===== src/sv/gvrp_pkg.sv =====
`timescale 1ns / 1ps
package gvrp_pkg;

	localparam int CORDIC_STAGES_DFLT = 14;
	localparam int ATAN_ENTRIES       = 24;

	localparam int AW   = 16;  // angle width, Q3.13
	localparam int CW   = 32;  // CORDIC datapath width, Q28
	localparam int GW   = 14;  // gravity magnitude width
	localparam int OW   = 16;  // result width
	localparam int FRAC = 28;
	// width of a rounded g*t or g*sin result before saturation
	localparam int RW   = GW + CW + 2 - FRAC;

	localparam logic OP_ACCEL = 1'b0;
	localparam logic OP_KINEM = 1'b1;

	localparam logic [GW-1:0]        GRAVITY_RST = 14'd15691;
	localparam logic signed [CW-1:0] Q28_PI      = 32'sd843314857;
	localparam logic signed [CW-1:0] Q28_HALF_PI = 32'sd421657428;
	localparam logic signed [CW-1:0] Q28_GAIN    = 32'sd163008219;

	typedef struct packed {
		logic signed [CW-1:0] sin_v;
		logic signed [CW-1:0] cos_v;
		logic                 flip;
		logic signed [AW-1:0] angle;
	} lane_t;

	typedef struct packed {
		logic signed [OW-1:0] x;
		logic signed [OW-1:0] y;
		logic signed [OW-1:0] z;
	} res_t;

	function automatic logic signed [CW-1:0] gvrp_atan(input int idx);
		logic signed [CW-1:0] r;
		case (idx)
			0:       r = 32'sd210828714;
			1:       r = 32'sd124459457;
			2:       r = 32'sd65760959;
			3:       r = 32'sd33381290;
			4:       r = 32'sd16755422;
			5:       r = 32'sd8385879;
			6:       r = 32'sd4193963;
			7:       r = 32'sd2097109;
			8:       r = 32'sd1048571;
			9:       r = 32'sd524287;
			10:      r = 32'sd262144;
			11:      r = 32'sd131072;
			12:      r = 32'sd65536;
			13:      r = 32'sd32768;
			14:      r = 32'sd16384;
			15:      r = 32'sd8192;
			16:      r = 32'sd4096;
			17:      r = 32'sd2048;
			18:      r = 32'sd1024;
			19:      r = 32'sd512;
			20:      r = 32'sd256;
			21:      r = 32'sd128;
			22:      r = 32'sd64;
			23:      r = 32'sd32;
			default: r = '0;
		endcase
		return r;
	endfunction

	function automatic logic signed [OW-1:0] gvrp_sat16(input logic signed [RW-1:0] v);
		logic signed [OW-1:0] r;
		if (v > $signed(RW'(32767))) begin
			r = 16'sh7fff;
		end else if (v < -$signed(RW'(32768))) begin
			r = 16'sh8000;
		end else begin
			r = v[OW-1:0];
		end
		return r;
	endfunction

endpackage


===== src/sv/gvrp_cordic.sv =====
`timescale 1ns / 1ps
module gvrp_cordic #(
	parameter int STAGES = gvrp_pkg::CORDIC_STAGES_DFLT
) (
	input  logic                              clk,
	input  logic                              en,
	input  logic signed [gvrp_pkg::AW-1:0]    angle,
	output gvrp_pkg::lane_t                   lane
);
	import gvrp_pkg::*;

	localparam int NS = (STAGES > ATAN_ENTRIES) ? ATAN_ENTRIES : STAGES;

	logic signed [CW-1:0] x_s [0:NS];
	logic signed [CW-1:0] y_s [0:NS];
	logic signed [CW-1:0] z_s [0:NS];
	logic                 fl_s [0:NS];
	logic signed [AW-1:0] ang_s [0:NS];

	logic signed [CW-1:0] z_in;

	// Q3.13 -> Q28
	assign z_in = $signed({angle[AW-1], angle, 15'b0});

	// fold into [-pi/2, pi/2]; the flag negates sin and cos downstream
	always_ff @(posedge clk) begin
		if (en) begin
			x_s[0]   <= Q28_GAIN;
			y_s[0]   <= '0;
			ang_s[0] <= angle;
			if (z_in > Q28_HALF_PI) begin
				z_s[0]  <= z_in - Q28_PI;
				fl_s[0] <= 1'b1;
			end else if (z_in < -Q28_HALF_PI) begin
				z_s[0]  <= z_in + Q28_PI;
				fl_s[0] <= 1'b1;
			end else begin
				z_s[0]  <= z_in;
				fl_s[0] <= 1'b0;
			end
		end
	end

	for (genvar k = 0; k < NS; k++) begin : g_iter
		always_ff @(posedge clk) begin
			if (en) begin
				fl_s[k+1]  <= fl_s[k];
				ang_s[k+1] <= ang_s[k];
				if (!z_s[k][CW-1]) begin
					x_s[k+1] <= x_s[k] - (y_s[k] >>> k);
					y_s[k+1] <= y_s[k] + (x_s[k] >>> k);
					z_s[k+1] <= z_s[k] - gvrp_atan(k);
				end else begin
					x_s[k+1] <= x_s[k] + (y_s[k] >>> k);
					y_s[k+1] <= y_s[k] - (x_s[k] >>> k);
					z_s[k+1] <= z_s[k] + gvrp_atan(k);
				end
			end
		end
	end

	assign lane.sin_v = y_s[NS];
	assign lane.cos_v = x_s[NS];
	assign lane.flip  = fl_s[NS];
	assign lane.angle = ang_s[NS];

endmodule


===== config.mk =====
export PLATFORM = sky130hd
export DESIGN_NAME = gvrp_cordic
export DESIGN_NICKNAME = d
export VERILOG_FILES = /design/src/sv/gvrp_pkg.sv /design/src/sv/gvrp_cordic.sv
export SDC_FILE = /design/constraint.sdc
export NUM_CORES = 2
export LEC_CHECK = 0
export BUFFER_PORTS_ARGS = -buffer_cell sky130_fd_sc_hd__buf_2
export CAP_MARGIN = 10
export CORE_ASPECT_RATIO = 0.75
export CORE_MARGIN = 2
export CORE_UTILIZATION = 30
export CTS_BUF_LIST = sky130_fd_sc_hd__clkbuf_4
export DETAILED_ROUTE_END_ITERATION = 8
export PLACE_DENSITY = 0.49
export SETUP_SLACK_MARGIN = 0.05
export SYNTH_ARGS = -nofsm -noshare
export SYNTH_HDL_FRONTEND = slang
export SYNTH_SLANG_ARGS = --single-unit

===== constraint.sdc =====
create_clock -name clk -period 6.1 [get_ports clk]
set_input_delay 0.61 -clock clk [delete_from_list [all_inputs] [get_ports clk]]
set_output_delay 0.61 -clock clk [all_outputs]
set_load 0.01 [all_outputs]

## Yosys cells after proc, flatten, opt, wreduce, memory -nomap -nowiden

Memory sizes are Yosys's and may differ from the RTL's.
Index checks and enable logic that the tools add are counted.

- Memories: 5
- Input bits: 18
- Output and inout port bits: 81
- Bits in read-only memories: 0
- Logic and storage cells: 281
- Bits in writable memories: 1,695
- Flip-flop bits (word level): 0
- Bits in latches: 0

- Shifts and indexed selects: 0
- Equal/unequal tests: 0
- Divide/modulo/power cells: 0
- $add $sub $neg: 85
- Multiply operators: 0
- Bitwise gates (word level): 46
- Reduce and logical (&&, ||, !) cells: 0
- $lt $le $gt $ge: 2
- Mux-type cells: 143

Memories:

| name | words | width | rd ports | clocked after memory_dff | write ports | line | source |
|---|---|---|---|---|---|---|---|
| x_s | 15 | 32 | 15 | 0 | 15 | gvrp_cordic.sv:14 | `logic signed [CW-1:0] x_s [0:NS];` |
| y_s | 15 | 32 | 15 | 0 | 15 | gvrp_cordic.sv:15 | `logic signed [CW-1:0] y_s [0:NS];` |
| z_s | 15 | 32 | 14 | 0 | 15 | gvrp_cordic.sv:16 | `logic signed [CW-1:0] z_s [0:NS];` |
| ang_s | 15 | 16 | 15 | 0 | 15 | gvrp_cordic.sv:18 | `logic signed [AW-1:0] ang_s [0:NS];` |
| fl_s | 15 | 1 | 15 | 0 | 15 | gvrp_cordic.sv:17 | `logic fl_s [0:NS];` |

Operator list:

| kind | number |
|---|---|
| $mux 32 | 44 |
| $mux 1 | 99 |
| $add 32x19->32 | 2 |
| $add 32x20->32 | 2 |
| $add 32x20->32 const B | 2 |
| $add 32x21->32 | 2 |
| $add 32x22->32 | 2 |
| $add 32x23->32 | 2 |
| $add 32x24->32 | 2 |
| $add 32x25->32 | 2 |
| $add 32x26->32 | 2 |
| $add 32x27->32 | 2 |
| $add 32x28->32 | 2 |
| $add 32x29->32 | 2 |
| $add 32x30->32 | 2 |
| $add 32x31->32 | 2 |
| $sub 32x19->32 | 2 |
| $sub 32x20->32 | 2 |
| $sub 32x20->32 const B | 2 |
| $sub 32x21->32 | 2 |
| $sub 32x22->32 | 2 |
| $sub 32x23->32 | 2 |
| $sub 32x24->32 | 2 |
| $sub 32x25->32 | 2 |
| other kinds (37) | 89 |

## Depth between registers and ports, before layout

- Depth after elaboration: 7
- Mapped depth: 22

## Least setup slack after synthesis

Ideal clock, no wire load.

- Path type: input to register
- From: input en
- To: memory x_s[9][28] (netlist: x_s[4][60]), data pin
- Library setup time: 0.259 ns
- Arrival time: 4.957 ns
- Cell stages on the path: 19
- Path slack: 0.884 ns
- Cell sequence: clkbuf_1 > clkbuf_1 > nand2_1 > inv_1 > clkbuf_1 > clkbuf_1 > nor2_1 > xor2_1 > ha_1 > a211oi_1 > o21bai_1 > a31o_2 > a21oi_1 > o21bai_1 > o311a_1 > a211o_1 > a221o_1 > a21oi_1 > xnor2_1

RTL lines:

| what | line | source |
|---|---|---|
| start: declaration | gvrp_cordic.sv:6 | `input logic en,` |
| end: declaration | gvrp_cordic.sv:14 |  |

==> flow_metrics.tcl <==
set metrics [dict create \
    status "finished, final reports clean" \
    gp_congestion 0.865 \
    worstMarginPinSlew_ns 1.17 \
    clockBufferDepth 4 \
    track_usage_pct 15.3 \
    avgSynthCellArea_um2 10.0 \
    drt_iter0_markers 5937 \
    hold_viol 0 \
    firstDrtPassIters 5 \
    drive_above_1_share_pct 7.63 \
    die_height_um 528 \
    synth_cell_types 97 \
    viasPerCell 5.04 \
    io_pins 99 \
    clockRootBuffer "clkbuf_4" \
    rsz0062_at_grt "no" \
    synth_seq_cells 1436 \
    vias 82900 \
    ctsHtreeMaxLevel 5 \
    fp.dieArea_mm2 0.370 \
    drc 0 \
    arrival_ns 6.42 \
    hpwl_um 227000 \
    critPathCaptureType "flip-flop" \
    synth_edf_count 1436 \
    post-route-min-period_ns 5.40 \
    final.setup_skew_ns 0.124 \
    maxCapViolCount 0 \
    slew_headroom_pct 20.9 \
    r2r_slack_ns 0.70 \
    clk_latency_ns 1.30 \
    syn_area_mm2 0.110 \
    cts_hold_buf 22 \
    wirelength_um 292000 \
    pre_cts_slack_ns 0.552 \
    report.final.slew_viol_count 0 \
    fin_crit_sh_pct 88.5 \
    ys_seq_area_share_pct 39.3 \
    fin_nets 12600 \
    grt_pass1_wl_um 456000 \
    cts.sinks 1436 \
    ant_nets 0 \
    cts-buffers-inserted 382 \
    grt_max_degree 85 \
    cts_tree "yes" \
    setup_violations 0 \
    die_w_um 702 \
    start_kind "flip-flop" \
    critPathKind "flip-flop to flip-flop" \
    ctsResizeCount 0 \
    path_clk_slew_ns 0.07 \
    path_max_fanout 6 \
    hold_class "input port to flip-flop" \
    yosysWarnings 0 \
    placementRows 192 \
    syn_to_final_growth_pct 10.4 \
    synthFlopType "edfxtp_1" \
    tns_ns 0 \
    fmaxAchievable_ghz 0.185 \
    start_util_pct 30.1 \
    finalWorstSetupSlack_ns 0.699 \
    postCtsSetupBuffers 0 \
    core-area_mm2 0.364 \
    syn-instance-count 11000 \
    wire_per_inst_um 17.8 \
    numPortBuffers 98 \
    async_flop_share_pct 0 \
    crit_required_ns 7.12 \
    antenna_found_initial 10 \
    grt_pass1_vias 78400 \
    grt_remaining_overflow 0 \
]
## metal layers
metal,global-route usage [%],vias to the layer above,routed length (um)
li1,-,41800,-
met1,23.1,38900,151000
met2,22.8,1683,122000
met3,2.22,375,14200
met4,3.31,18,5220
met5,0,-,110
## through the flow
step | instance area (um^2) | util [%] | instances | hold slack, ns
CTS | 121000 | 33.2 | 16400 | 0.0101
floorplan | 110000 | - | 11000 | 0.400
global route | 121000 | 33.2 | 16400 | 0.104
detailed placement | 116000 | 31.8 | 15700 | 0.405
global placement | 116000 | 31.8 | 15700 | 0.400
finish | 121000 | 33.2 | 16400 | 0.240
## cells in the mapped netlist (130+ instances only)
master    instances  area share (%)
a21o_1          496             3.4
clkbuf_1        211            0.72
nand2_1         615             2.1
nor2b_1         151            0.86
o21ai_0         655             3.0
a21oi_1        1078             4.9
ha_1           1193              14
nor2_1          786             2.7
o31ai_1         147             1.0
nand3_1         191            0.87
edfxtp_1       1436              39
nand2b_1        191             1.1
o21bai_1        130            0.89
nor3_1          252             1.2
xor2_1          514             4.1
o21a_1          152             1.0
inv_1           399             1.4
xnor2_1         978             7.8
## final timing paths
path / start / to / cells past startpoint
worst max-delay path: y_s[12][17]$_DFFE_PP_ / x_s[6][62]$_DFFE_PP_ / 16
worst min-delay path: angle[4] / ang_s[0][4]$_DFFE_PP_ / 2
worst max register to register: y_s[12][17]$_DFFE_PP_ / x_s[6][62]$_DFFE_PP_ / 16
worst min register to register: ang_s[1][24]$_DFFE_PP_ / ang_s[1][40]$_DFFE_PP_ / 0
## flip-flops by register name, summed over array words and instances, names as in the netlist
| register | cells |
|---|---|
| ang_s | 240 |
| fl_s | 15 |
| x_s | 409 |
| y_s | 417 |
| z_s | 355 |
## logic make-up after synthesis
kind of cell    share of synthesized area [%]
compound gates                           19.3
xor+xnor                                 11.9
fa+ha+maj                                14.4
buf+inv                                  2.32
flops                                    39.3
mux                                     0.558
other cells                           0.00685
simple gates                             12.2
## layout by cell type (no fill, tap or decap), drive strengths merged, types with 253 or more instances in the layout
cell type / netlist / routed
edfxtp: 1436 / 1436
ha: 1193 / 1193
a21oi: 1079 / 1079
xnor2: 978 / 978
nor2: 786 / 786
o21ai: 658 / 658
nand2: 615 / 615
clkbuf: 212 / 530
xor2: 515 / 515
a21o: 496 / 496
inv: 401 / 403
nor3: 253 / 253
## worst max-delay path, stage by stage (launching register included)
cell       delay, ns
edfxtp_1        0.46
or4_1           0.59
nor3_1          0.22
nand2b_1        0.12
or3_1           0.37
nor2_1          0.28
nand2_1         0.14
o21ai_0         0.72
nand2_1         0.18
ha_1            0.37
a21o_1          0.18
a21oi_1         0.18
nor2b_1         0.07
a2111oi_0       0.35
o21ai_0         0.21
a221o_1         0.39
o311ai_0        0.37
## final cells by class
cell class                      count  area, um^2
Sequential cell                  1436       43100
Multi-Input combinational cell   8866       64000
Timing Repair Buffer              212        1430
Inverter                          403        1510
Clock buffer                      530        3980
Clock inverter                    134         878
Antenna cell                        6        15.0
Fill cell                       37600      243000
Tap cell                         4850        6070
Power is not shown: default switching activity piles up to over one toggle a cycle in this logic, so the estimate is an artifact.
